==> src/hdl/assert_macros.svh <==
// Assertion macros used by the allocator engine.
`ifndef ASSERT_MACROS_SVH
`define ASSERT_MACROS_SVH

// Same-cycle implication, checked on every clk edge outside reset.
`define ASSERT_IMPL(lbl, ante, cons, msg) \
  lbl: assert property (@(posedge clk) disable iff (!rst_n) (ante) |-> (cons)) \
    else $error(msg);

// Next-cycle implication, checked on every clk edge outside reset.
`define ASSERT_NEXT(lbl, ante, cons, msg) \
  lbl: assert property (@(posedge clk) disable iff (!rst_n) (ante) |=> (cons)) \
    else $error(msg);

`endif

==> src/hdl/dba_pkg.sv <==
// Shared types and codes of the disk block allocator.
package dba_pkg;

  localparam int MAX_RESULTS = 64;

  localparam logic OP_SET   = 1'b0;
  localparam logic OP_ALLOC = 1'b1;

  localparam logic [1:0] MODE_CONTIG  = 2'd0;
  localparam logic [1:0] MODE_LINKED  = 2'd1;
  localparam logic [1:0] MODE_INDEXED = 2'd2;

  typedef logic [1:0] cmd_kind_t;
  localparam cmd_kind_t CMD_SET    = 2'd0;
  localparam cmd_kind_t CMD_CONTIG = 2'd1;
  localparam cmd_kind_t CMD_LIST   = 2'd2;
  localparam cmd_kind_t CMD_NOSPC  = 2'd3;

  // cnt: run length for contiguous, total result count for list allocation
  typedef struct packed {
    cmd_kind_t  kind;
    logic [5:0] blk;
    logic       used;
    logic [6:0] cnt;
    logic       idx_mode;
  } cmd_t;

  typedef struct packed {
    logic       status;
    logic [5:0] block_number;
    logic       is_index_block;
    logic       last;
  } res_t;

endpackage

==> src/hdl/dba_ram.sv <==
// Generic simple dual-port RAM with registered read.
module dba_ram #(
  parameter int WIDTH = 1,
  parameter int DEPTH = 64,
  parameter int AW    = (DEPTH > 1) ? $clog2(DEPTH) : 1
) (
  input  logic             clk,
  input  logic             we,
  input  logic [AW-1:0]    waddr,
  input  logic [WIDTH-1:0] wdata,
  input  logic             re,
  input  logic [AW-1:0]    raddr,
  output logic [WIDTH-1:0] rdata
);

  logic [WIDTH-1:0] mem_r [DEPTH];
  logic [WIDTH-1:0] rdata_r;

  always_ff @(posedge clk) begin
    if (we) begin
      mem_r[waddr] <= wdata;
    end
    if (re) begin
      rdata_r <= mem_r[raddr];
    end
  end

  assign rdata = rdata_r;

endmodule

==> src/hdl/dba_fifo.sv <==
// Two-entry register queue.
module dba_fifo #(
  parameter int WIDTH = 8
) (
  input  logic             clk,
  input  logic             rst_n,
  input  logic             push,
  input  logic [WIDTH-1:0] wdata,
  output logic             full,
  input  logic             pop,
  output logic [WIDTH-1:0] rdata,
  output logic             empty
);

  logic [WIDTH-1:0] mem_r [2];
  logic             wr_ptr_r, wr_ptr_nxt;
  logic             rd_ptr_r, rd_ptr_nxt;
  logic [1:0]       cnt_r, cnt_nxt;
  logic             do_push, do_pop;

  assign full    = (cnt_r == 2'd2);
  assign empty   = (cnt_r == 2'd0);
  assign do_push = push && !full;
  assign do_pop  = pop && !empty;
  assign rdata   = mem_r[rd_ptr_r];

  always_comb begin
    wr_ptr_nxt = do_push ? !wr_ptr_r : wr_ptr_r;
    rd_ptr_nxt = do_pop ? !rd_ptr_r : rd_ptr_r;
    cnt_nxt    = cnt_r + {1'b0, do_push} - {1'b0, do_pop};
  end

  always_ff @(posedge clk) begin
    if (!rst_n) begin
      wr_ptr_r <= 1'b0;
      rd_ptr_r <= 1'b0;
      cnt_r    <= 2'd0;
    end else begin
      wr_ptr_r <= wr_ptr_nxt;
      rd_ptr_r <= rd_ptr_nxt;
      cnt_r    <= cnt_nxt;
    end
  end

  always_ff @(posedge clk) begin
    if (do_push) begin
      mem_r[wr_ptr_r] <= wdata;
    end
  end

endmodule

==> src/hdl/dba_front.sv <==
// Front end: accepts input beats, classifies them and queues commands.
module dba_front
  import dba_pkg::*;
#(
  parameter int BLOCK_COUNT = 64
) (
  input  logic       clk,
  input  logic       rst_n,
  input  logic       in_push,
  input  logic       in_opcode,
  input  logic [5:0] in_block_index,
  input  logic       in_block_used,
  input  logic [6:0] in_file_size,
  output logic       in_full,
  input  logic [1:0] alloc_mode,
  input  logic       hold,
  input  logic       cmd_pop,
  output cmd_t       cmd_data,
  output logic       cmd_empty
);

  logic                   accept;
  logic                   q_full;
  logic                   q_push;
  logic                   in_range;
  logic                   idx_mode;
  logic [7:0]             total_w;
  cmd_t                   cmd_w;
  logic [$bits(cmd_t)-1:0] q_rdata;

  assign in_full  = q_full || hold;
  assign accept   = in_push && !in_full;
  assign in_range = (32'(in_block_index) < BLOCK_COUNT);
  assign idx_mode = (alloc_mode == MODE_INDEXED);
  assign total_w  = {1'b0, in_file_size} + {7'd0, idx_mode};

  always_comb begin
    cmd_w.blk      = in_block_index;
    cmd_w.used     = in_block_used;
    cmd_w.cnt      = total_w[6:0];
    cmd_w.idx_mode = idx_mode;
    cmd_w.kind     = CMD_NOSPC;
    case (in_opcode)
      OP_SET: cmd_w.kind = CMD_SET;
      OP_ALLOC: begin
        if (in_file_size == 7'd0 ||
            !(alloc_mode inside {MODE_CONTIG, MODE_LINKED, MODE_INDEXED}) ||
            total_w > 8'(MAX_RESULTS)) begin
          cmd_w.kind = CMD_NOSPC;
        end else if (alloc_mode == MODE_CONTIG) begin
          cmd_w.kind = CMD_CONTIG;
        end else begin
          cmd_w.kind = CMD_LIST;
        end
      end
      default: cmd_w.kind = CMD_NOSPC;
    endcase
  end

  // drop set beats aimed past the end of the disk
  assign q_push = accept && !(in_opcode == OP_SET && !in_range);

  dba_fifo #(
    .WIDTH($bits(cmd_t))
  ) u_cmd_q (
    .clk   (clk),
    .rst_n (rst_n),
    .push  (q_push),
    .wdata (cmd_w),
    .full  (q_full),
    .pop   (cmd_pop),
    .rdata (q_rdata),
    .empty (cmd_empty)
  );

  assign cmd_data = cmd_t'(q_rdata);

endmodule

==> src/hdl/dba_engine.sv <==
// Back end: bitmap RAM, clear sweep, scan and allocation sequencer.
`include "assert_macros.svh"

module dba_engine
  import dba_pkg::*;
#(
  parameter int BLOCK_COUNT = 64
) (
  input  logic clk,
  input  logic rst_n,
  input  logic cmd_empty,
  input  cmd_t cmd_data,
  output logic cmd_pop,
  input  logic res_ready,
  output logic res_push,
  output res_t res_data,
  output logic clearing
);

  localparam int AW = (BLOCK_COUNT > 1) ? $clog2(BLOCK_COUNT) : 1;
  localparam int CW = $clog2(BLOCK_COUNT + 1);
  localparam logic [CW-1:0] LAST_IDX = CW'(BLOCK_COUNT - 1);
  localparam logic [CW-1:0] BC       = CW'(BLOCK_COUNT);

  localparam logic [2:0] ST_CLEAR = 3'd0;
  localparam logic [2:0] ST_IDLE  = 3'd1;
  localparam logic [2:0] ST_SCAN  = 3'd2;
  localparam logic [2:0] ST_ALLOC = 3'd3;
  localparam logic [2:0] ST_RUN   = 3'd4;
  localparam logic [2:0] ST_NOSPC = 3'd5;

  logic [2:0]    state_r, state_nxt;
  logic [CW-1:0] idx_r, idx_nxt;
  logic [6:0]    cnt_r, cnt_nxt;
  logic          q_vld_r, q_vld_nxt;
  logic [AW-1:0] q_idx_r, q_idx_nxt;
  logic          q_last_r, q_last_nxt;
  cmd_t          cmd_r, cmd_nxt;

  logic          ram_we;
  logic [AW-1:0] ram_waddr;
  logic          ram_wdata;
  logic          ram_re;
  logic [AW-1:0] ram_raddr;
  logic          ram_rdata;

  logic          d_free;
  logic [6:0]    cnt_inc;
  logic          issue;
  logic          found;
  logic          is_last;

  assign d_free   = !ram_rdata;
  assign cnt_inc  = cnt_r + 7'd1;
  assign issue    = (idx_r < BC);
  assign clearing = (state_r == ST_CLEAR);

  always_comb begin
    state_nxt  = state_r;
    idx_nxt    = idx_r;
    cnt_nxt    = cnt_r;
    q_vld_nxt  = q_vld_r;
    q_idx_nxt  = q_idx_r;
    q_last_nxt = q_last_r;
    cmd_nxt    = cmd_r;
    ram_we     = 1'b0;
    ram_waddr  = idx_r[AW-1:0];
    ram_wdata  = 1'b0;
    ram_re     = 1'b0;
    ram_raddr  = idx_r[AW-1:0];
    res_push   = 1'b0;
    res_data   = '0;
    cmd_pop    = 1'b0;
    found      = q_vld_r && d_free && (cnt_inc == cmd_r.cnt);
    is_last    = (cnt_inc == cmd_r.cnt);

    case (state_r)
      ST_CLEAR: begin
        ram_we = 1'b1;
        if (idx_r == LAST_IDX) begin
          state_nxt = ST_IDLE;
          idx_nxt   = '0;
        end else begin
          idx_nxt = idx_r + CW'(1);
        end
      end

      ST_IDLE: begin
        if (!cmd_empty) begin
          cmd_pop   = 1'b1;
          cmd_nxt   = cmd_data;
          idx_nxt   = '0;
          cnt_nxt   = '0;
          q_vld_nxt = 1'b0;
          case (cmd_data.kind)
            CMD_SET: begin
              ram_we    = 1'b1;
              ram_waddr = AW'(cmd_data.blk);
              ram_wdata = cmd_data.used;
            end
            CMD_CONTIG, CMD_LIST: state_nxt = ST_SCAN;
            default: state_nxt = ST_NOSPC;
          endcase
        end
      end

      // first pass: look for a run, or count free blocks; nothing changes
      ST_SCAN: begin
        if (q_vld_r) begin
          if (d_free) begin
            cnt_nxt = cnt_inc;
          end else if (cmd_r.kind == CMD_CONTIG) begin
            cnt_nxt = '0;
          end
        end
        if (found) begin
          q_vld_nxt = 1'b0;
          cnt_nxt   = '0;
          if (cmd_r.kind == CMD_CONTIG) begin
            state_nxt = ST_RUN;
            idx_nxt   = CW'(q_idx_r) - CW'(cmd_r.cnt) + CW'(1);
          end else begin
            state_nxt = ST_ALLOC;
            idx_nxt   = '0;
          end
        end else if (q_vld_r && q_last_r) begin
          q_vld_nxt = 1'b0;
          state_nxt = ST_NOSPC;
        end else begin
          ram_re     = issue;
          q_vld_nxt  = issue;
          q_idx_nxt  = idx_r[AW-1:0];
          q_last_nxt = (idx_r == LAST_IDX);
          if (issue) begin
            idx_nxt = idx_r + CW'(1);
          end
        end
      end

      // second pass: claim the lowest free blocks, one per result
      ST_ALLOC: begin
        if (q_vld_r && d_free) begin
          if (res_ready) begin
            ram_we                  = 1'b1;
            ram_waddr               = q_idx_r;
            ram_wdata               = 1'b1;
            res_push                = 1'b1;
            res_data.status         = 1'b0;
            res_data.block_number   = 6'(q_idx_r);
            res_data.is_index_block = cmd_r.idx_mode && (cnt_r == 7'd0);
            res_data.last           = is_last;
            cnt_nxt                 = cnt_inc;
            if (is_last) begin
              state_nxt = ST_IDLE;
              q_vld_nxt = 1'b0;
            end else begin
              ram_re    = issue;
              q_vld_nxt = issue;
              q_idx_nxt = idx_r[AW-1:0];
              if (issue) begin
                idx_nxt = idx_r + CW'(1);
              end
            end
          end
          // hold the read data while the result queue is full
        end else begin
          ram_re    = issue;
          q_vld_nxt = issue;
          q_idx_nxt = idx_r[AW-1:0];
          if (issue) begin
            idx_nxt = idx_r + CW'(1);
          end
        end
      end

      ST_RUN: begin
        if (res_ready) begin
          ram_we                  = 1'b1;
          ram_wdata               = 1'b1;
          res_push                = 1'b1;
          res_data.status         = 1'b0;
          res_data.block_number   = 6'(idx_r[AW-1:0]);
          res_data.is_index_block = 1'b0;
          res_data.last           = is_last;
          cnt_nxt                 = cnt_inc;
          idx_nxt                 = idx_r + CW'(1);
          if (is_last) begin
            state_nxt = ST_IDLE;
          end
        end
      end

      ST_NOSPC: begin
        if (res_ready) begin
          res_push                = 1'b1;
          res_data.status         = 1'b1;
          res_data.block_number   = 6'd0;
          res_data.is_index_block = 1'b0;
          res_data.last           = 1'b1;
          state_nxt               = ST_IDLE;
        end
      end

      default: state_nxt = ST_IDLE;
    endcase
  end

  always_ff @(posedge clk) begin
    if (!rst_n) begin
      state_r <= ST_CLEAR;
      idx_r   <= '0;
      cnt_r   <= '0;
      q_vld_r <= 1'b0;
    end else begin
      state_r <= state_nxt;
      idx_r   <= idx_nxt;
      cnt_r   <= cnt_nxt;
      q_vld_r <= q_vld_nxt;
    end
  end

  always_ff @(posedge clk) begin
    q_idx_r  <= q_idx_nxt;
    q_last_r <= q_last_nxt;
    cmd_r    <= cmd_nxt;
  end

  dba_ram #(
    .WIDTH (1),
    .DEPTH (BLOCK_COUNT),
    .AW    (AW)
  ) u_map (
    .clk   (clk),
    .we    (ram_we),
    .waddr (ram_waddr),
    .wdata (ram_wdata),
    .re    (ram_re),
    .raddr (ram_raddr),
    .rdata (ram_rdata)
  );

  `ASSERT_IMPL(a_alloc_bound, state_r == ST_ALLOC, cnt_r < cmd_r.cnt,
               "allocation passed its result count")
  `ASSERT_IMPL(a_run_range, state_r == ST_RUN, idx_r < BC,
               "contiguous run ran past the disk")
  `ASSERT_IMPL(a_clear_done, $fell(clearing), $past(idx_r) == LAST_IDX,
               "clear sweep ended early")
  `ASSERT_NEXT(a_stall_hold,
               state_r == ST_ALLOC && q_vld_r && d_free && !res_ready,
               q_vld_r && $stable(q_idx_r),
               "stalled block lost")

endmodule

==> src/hdl/disk_block_allocator_unit.sv <==
// Disk block allocator: bitmap of BLOCK_COUNT blocks with contiguous, linked
// and indexed allocation. After reset the bitmap is swept clear, one block per
// cycle, with in_full high. A set-block beat is written into the bitmap as the
// back end takes it from the command queue. An allocate beat is taken from the
// queue, then makes a read pass over the bitmap RAM (one block per cycle) to
// check that the request fits, then a second pass that writes and emits up
// to one block per cycle while the result queue has room; linked and indexed
// mode rescan from block 0 for this pass. A request that cannot be met gives
// one no-space result and leaves the bitmap as it was. A two-entry command
// queue and a two-entry result queue let input and output stall independently.
module disk_block_allocator_unit
  import dba_pkg::*;
#(
  parameter int BLOCK_COUNT = 64
) (
  input  logic       clk,
  input  logic       rst_n,
  input  logic       in_push,
  input  logic       in_opcode,
  input  logic [5:0] in_block_index,
  input  logic       in_block_used,
  input  logic [6:0] in_file_size,
  output logic       in_full,
  output logic       out_empty,
  input  logic       out_pop,
  output logic       out_status,
  output logic [5:0] out_block_number,
  output logic       out_is_index_block,
  output logic       out_last,
  input  logic       cfg_valid,
  output logic       cfg_ready,
  input  logic [1:0] cfg_alloc_mode
);

  logic [1:0]              alloc_mode_r, alloc_mode_nxt;
  logic                    clearing;
  logic                    cmd_pop;
  logic                    cmd_empty;
  cmd_t                    cmd_data;
  logic                    res_push;
  logic                    res_full;
  res_t                    res_data;
  logic [$bits(res_t)-1:0] out_bits;
  res_t                    out_res;

  assign cfg_ready      = 1'b1;
  assign alloc_mode_nxt = (cfg_valid && cfg_ready) ? cfg_alloc_mode : alloc_mode_r;

  always_ff @(posedge clk) begin
    if (!rst_n) begin
      alloc_mode_r <= MODE_CONTIG;
    end else begin
      alloc_mode_r <= alloc_mode_nxt;
    end
  end

  dba_front #(
    .BLOCK_COUNT (BLOCK_COUNT)
  ) u_front (
    .clk            (clk),
    .rst_n          (rst_n),
    .in_push        (in_push),
    .in_opcode      (in_opcode),
    .in_block_index (in_block_index),
    .in_block_used  (in_block_used),
    .in_file_size   (in_file_size),
    .in_full        (in_full),
    .alloc_mode     (alloc_mode_r),
    .hold           (clearing),
    .cmd_pop        (cmd_pop),
    .cmd_data       (cmd_data),
    .cmd_empty      (cmd_empty)
  );

  dba_engine #(
    .BLOCK_COUNT (BLOCK_COUNT)
  ) u_engine (
    .clk       (clk),
    .rst_n     (rst_n),
    .cmd_empty (cmd_empty),
    .cmd_data  (cmd_data),
    .cmd_pop   (cmd_pop),
    .res_ready (!res_full),
    .res_push  (res_push),
    .res_data  (res_data),
    .clearing  (clearing)
  );

  dba_fifo #(
    .WIDTH ($bits(res_t))
  ) u_res_q (
    .clk   (clk),
    .rst_n (rst_n),
    .push  (res_push),
    .wdata (res_data),
    .full  (res_full),
    .pop   (out_pop),
    .rdata (out_bits),
    .empty (out_empty)
  );

  assign out_res            = res_t'(out_bits);
  assign out_status         = out_res.status;
  assign out_block_number   = out_res.block_number;
  assign out_is_index_block = out_res.is_index_block;
  assign out_last           = out_res.last;

endmodule

==> config.mk <==
export PLATFORM = sky130hd
export DESIGN_NAME = disk_block_allocator_unit
export DESIGN_NICKNAME = d
export VERILOG_FILES = /design/src/hdl/dba_pkg.sv /design/src/hdl/dba_ram.sv /design/src/hdl/dba_fifo.sv /design/src/hdl/dba_front.sv /design/src/hdl/dba_engine.sv /design/src/hdl/disk_block_allocator_unit.sv
export VERILOG_INCLUDE_DIRS = /design/src /design/src/hdl
export SDC_FILE = /design/constraint.sdc
export NUM_CORES = 1
export LEC_CHECK = 0
export BUFFER_PORTS_ARGS = -buffer_cell sky130_fd_sc_hd__buf_4
export CORE_UTILIZATION = 55
export CTS_BUF_LIST = sky130_fd_sc_hd__clkbuf_4 sky130_fd_sc_hd__clkbuf_8
export DETAILED_ROUTE_END_ITERATION = 7
export GPL_TIMING_DRIVEN = 0
export HOLD_SLACK_MARGIN = 0.06
export PLACE_DENSITY = 0.81
export SYNTH_ARGS = -nofsm -noshare
export SYNTH_HDL_FRONTEND = slang
export SYNTH_SLANG_ARGS = --single-unit
==> constraint.sdc <==
create_clock -name clk -period 4 [get_ports clk]
set_input_delay 0.2 -clock clk [delete_from_list [all_inputs] [get_ports clk]]
set_output_delay 0.2 -clock clk [all_outputs]
set_load 0.005 [all_outputs]
==> qor.yml <==
detail-route-antenna-nets: 0
layout_common_cells: "134 x edfxtp_1, 108 x nor2_1, 49 x nand2_1"
final_nets: 822
path_delay_family: "buffers and inverters"
grt_pass1_wl_um: 31100
drive_gt1_frac: 0.171
crit_required_ps: 4170
crit_fanout: 10
slowest_stage: "clkbuf_1"
setup_viol: 0
layout_commonest_cell: "edfxtp_1"
hold_depth: 2
htreeDepth: 4
cts_setup_buffers: 0
r2r_end: "u_engine.u_map.mem_r[16]"
ff2ff_setup_slack_ps: 370
ios: 34
area_growth_pct: 12.9
outcome: "complete, but fails checks"
hold_viol_final: 0
grt_start_max_net_pins: 41
drt_iter0_drc: 541
path_clk_slew_ps: 90
cts.sinks: 164
antenna_cells: 0
cp_slowest_stage_delay_ps: 420
vias: 6045
max_freq_mhz: 276
power.internal_mw: 3.44
synthFlopType: "edfxtp_1"
power.switching_mw: 1.59
ys_async_sr_fraction: 0
root_buffer: "clkbuf_8"
cp_cell_sequence: "clkbuf_1, clkbuf_2, mux2i_1, ha_1, nand2_1, a21o_1, clkbuf_1, a221o_1, nor2b_1, nand2_1, nor2_1"
start_util: 0.571
yosysWarningCount: 0
drv_slew: 0
comb_power_share: 0.302
cts_tree: "built"
r2r_cells: 11
fin_crit_sh: 0.906
first_pass_iters: 7
ys_types: 78
hp-start: "in_file_size[0]"
hp-class: "primary input to flip-flop"
via_per_inst: 6.21
crit_cells: 11
end_kind: "flip-flop"
hpwlAfterDp_um: 13800
drc: 5
startpoint_type: "flip-flop"
fin_crit_ps: 3630
synth_nets: 758
p_seq_frac: 0.427
synthCells: 713
wirelength_um: 19300
synth-seq-cells: 164
holdPathEnd: "u_front.u_cmd_q.mem_r[1][1]"
p_per_area_mw_per_mm2: 531
swShare: 0.317
place_area_sq_mm: 0.00888
cp.arrival_ps: 3800
wl_per_cell_um: 19.8
worstMarginPinSlew_ps: 955
clkPwrFrac: 0.271
fp.dieW_um: 125
critPathKind: "flip-flop to flip-flop"
io_buffers: 31
clockBufferDepth: 2
core_sq_mm: 0.0147
maxCapViolations: 0
path_buf_inv: 3
violations: "DRC"
cts-buffers-inserted: 17
max-vdd-ir-drop_v: 0.000339
rsz0062_at_grt: "false"
post-route-util: 0.644
track_usage: 0.260
fin_total_pwr_mw: 5.03
gp_congestion: 0.935
syn_avg_cell_area_sq_um: 11.8
ys_seq_area_frac: 0.551
grt_overflow: 0
power.leakage_nw: 3.24
netlist_area_sq_mm: 0.00839
nFillCells: 1037
die_h_um: 125
dieArea_sq_mm: 0.0157
clk_latency_ps: 470
synth_edf_count: 134
skew_ps: 11.3
antenna_found_initial: 0
post-route-cell-area_sq_mm: 0.00947
num_rows: 44
grt_pass1_vias: 6040
slew_headroom: 0.358
setup_tns_ps: 0
[synth_stat cells, types with 11 or more instances]
library cell  count  area [sq um]
nor3_1           14          70.1
nor2_1          110           413
ha_1             22           275
dfxtp_1          30           601
xor2_1           12           105
o21ai_0          15          75.1
mux2i_1          14           140
xnor2_1          19           166
nand2_1          49           184
mux2_2           17           191
nor2b_1          11          68.8
a21oi_1          26           130
nand3_1          19          95.1
mux4_2           21           473
clkbuf_1         22          82.6
inv_1            29           109
edfxtp_1        134          4020
[final cells by class]
cell class | count | area, sq um | area share
Clock buffer | 22 | 290 | 0.0306
Timing Repair Buffer | 45 | 390 | 0.0412
Buffer | 36 | 163 | 0.0172
Tap cell | 184 | 230 | 0.0243
Inverter | 30 | 113 | 0.0119
Clock inverter | 10 | 169 | 0.0178
Sequential cell | 164 | 4620 | 0.488
Multi-Input combinational cell | 483 | 3490 | 0.369
[sequential cells by signal (all words and copies together) (netlist names), 2 cells and up, named ones only]
name	cells
u_engine.q_idx_r	6
u_engine.u_map.mem_r	64
u_engine.cnt_r	7
u_front.u_cmd_q.mem_r	34
u_engine.state_r	3
u_front.u_cmd_q.cnt_r	2
u_engine.idx_r	7
u_engine.cmd_r	10
alloc_mode_r	2
u_res_q.cnt_r	2
u_res_q.mem_r	18
[per-stage QoR]
step	hold slack [ps]	std cells	worst slack, ps
floorplan	299	713	961
global placement	386	928	371
detailed placement	387	929	203
CTS	72.7	974	191
global route	84.9	974	73.1
finish	89.6	974	374
[how the worst max path moves through the flow]
stage          startpoint  slack [ps]                        to
3_5_place_dp    flip-flop         200  u_engine.u_map.mem_r[31]
6_report        flip-flop         370  u_engine.u_map.mem_r[16]
2_1_floorplan   flip-flop         960  u_engine.u_map.mem_r[24]
3_3_place_gp    flip-flop         370  u_engine.u_map.mem_r[28]
4_1_cts         flip-flop         190  u_engine.u_map.mem_r[31]
5_1_grt         flip-flop          70  u_engine.u_map.mem_r[16]
[power groups by stage]
stage          Clock (mW)  Sequential (mW)  Combinational [mW]
6_report             1.36             2.15                1.52
5_1_grt              1.45             2.16                1.64
4_1_cts              1.38             2.15                1.50
3_5_place_dp            0             2.19                1.47
3_3_place_gp            0             2.17                1.43
2_1_floorplan           0             2.15                1.05
[metal layers]
layer  part of all wire  vias to the layer above  track usage
li1                   -                     2784            -
met1               0.42                     2903        0.343
met2               0.47                      299        0.408
met3              0.080                       59       0.0539
met4              0.034                        0        0.132
met5                  0                        -            0
[cells by family (layout without fill, tap and decap cells)]
group,Yosys count,after routing,share of synthesized area
flip-flops,164,164,0.551
other,1,1,0.000447
AND/OR/NAND/NOR,253,253,0.145
XOR/XNOR,31,31,0.0324
multiplexers,52,52,0.0959
adder cells (fa/ha/maj),24,24,0.0364
AO/OA/AOI/OAI,122,122,0.105
buffers and inverters,66,143,0.0327
[what timing repair did]
action,CTS,global route
setup endpoints to repair,0,42
hold endpoints to repair,19,0
hold buffers,13,0
resized for setup,0,2
(Power assumes the default switching activity.)
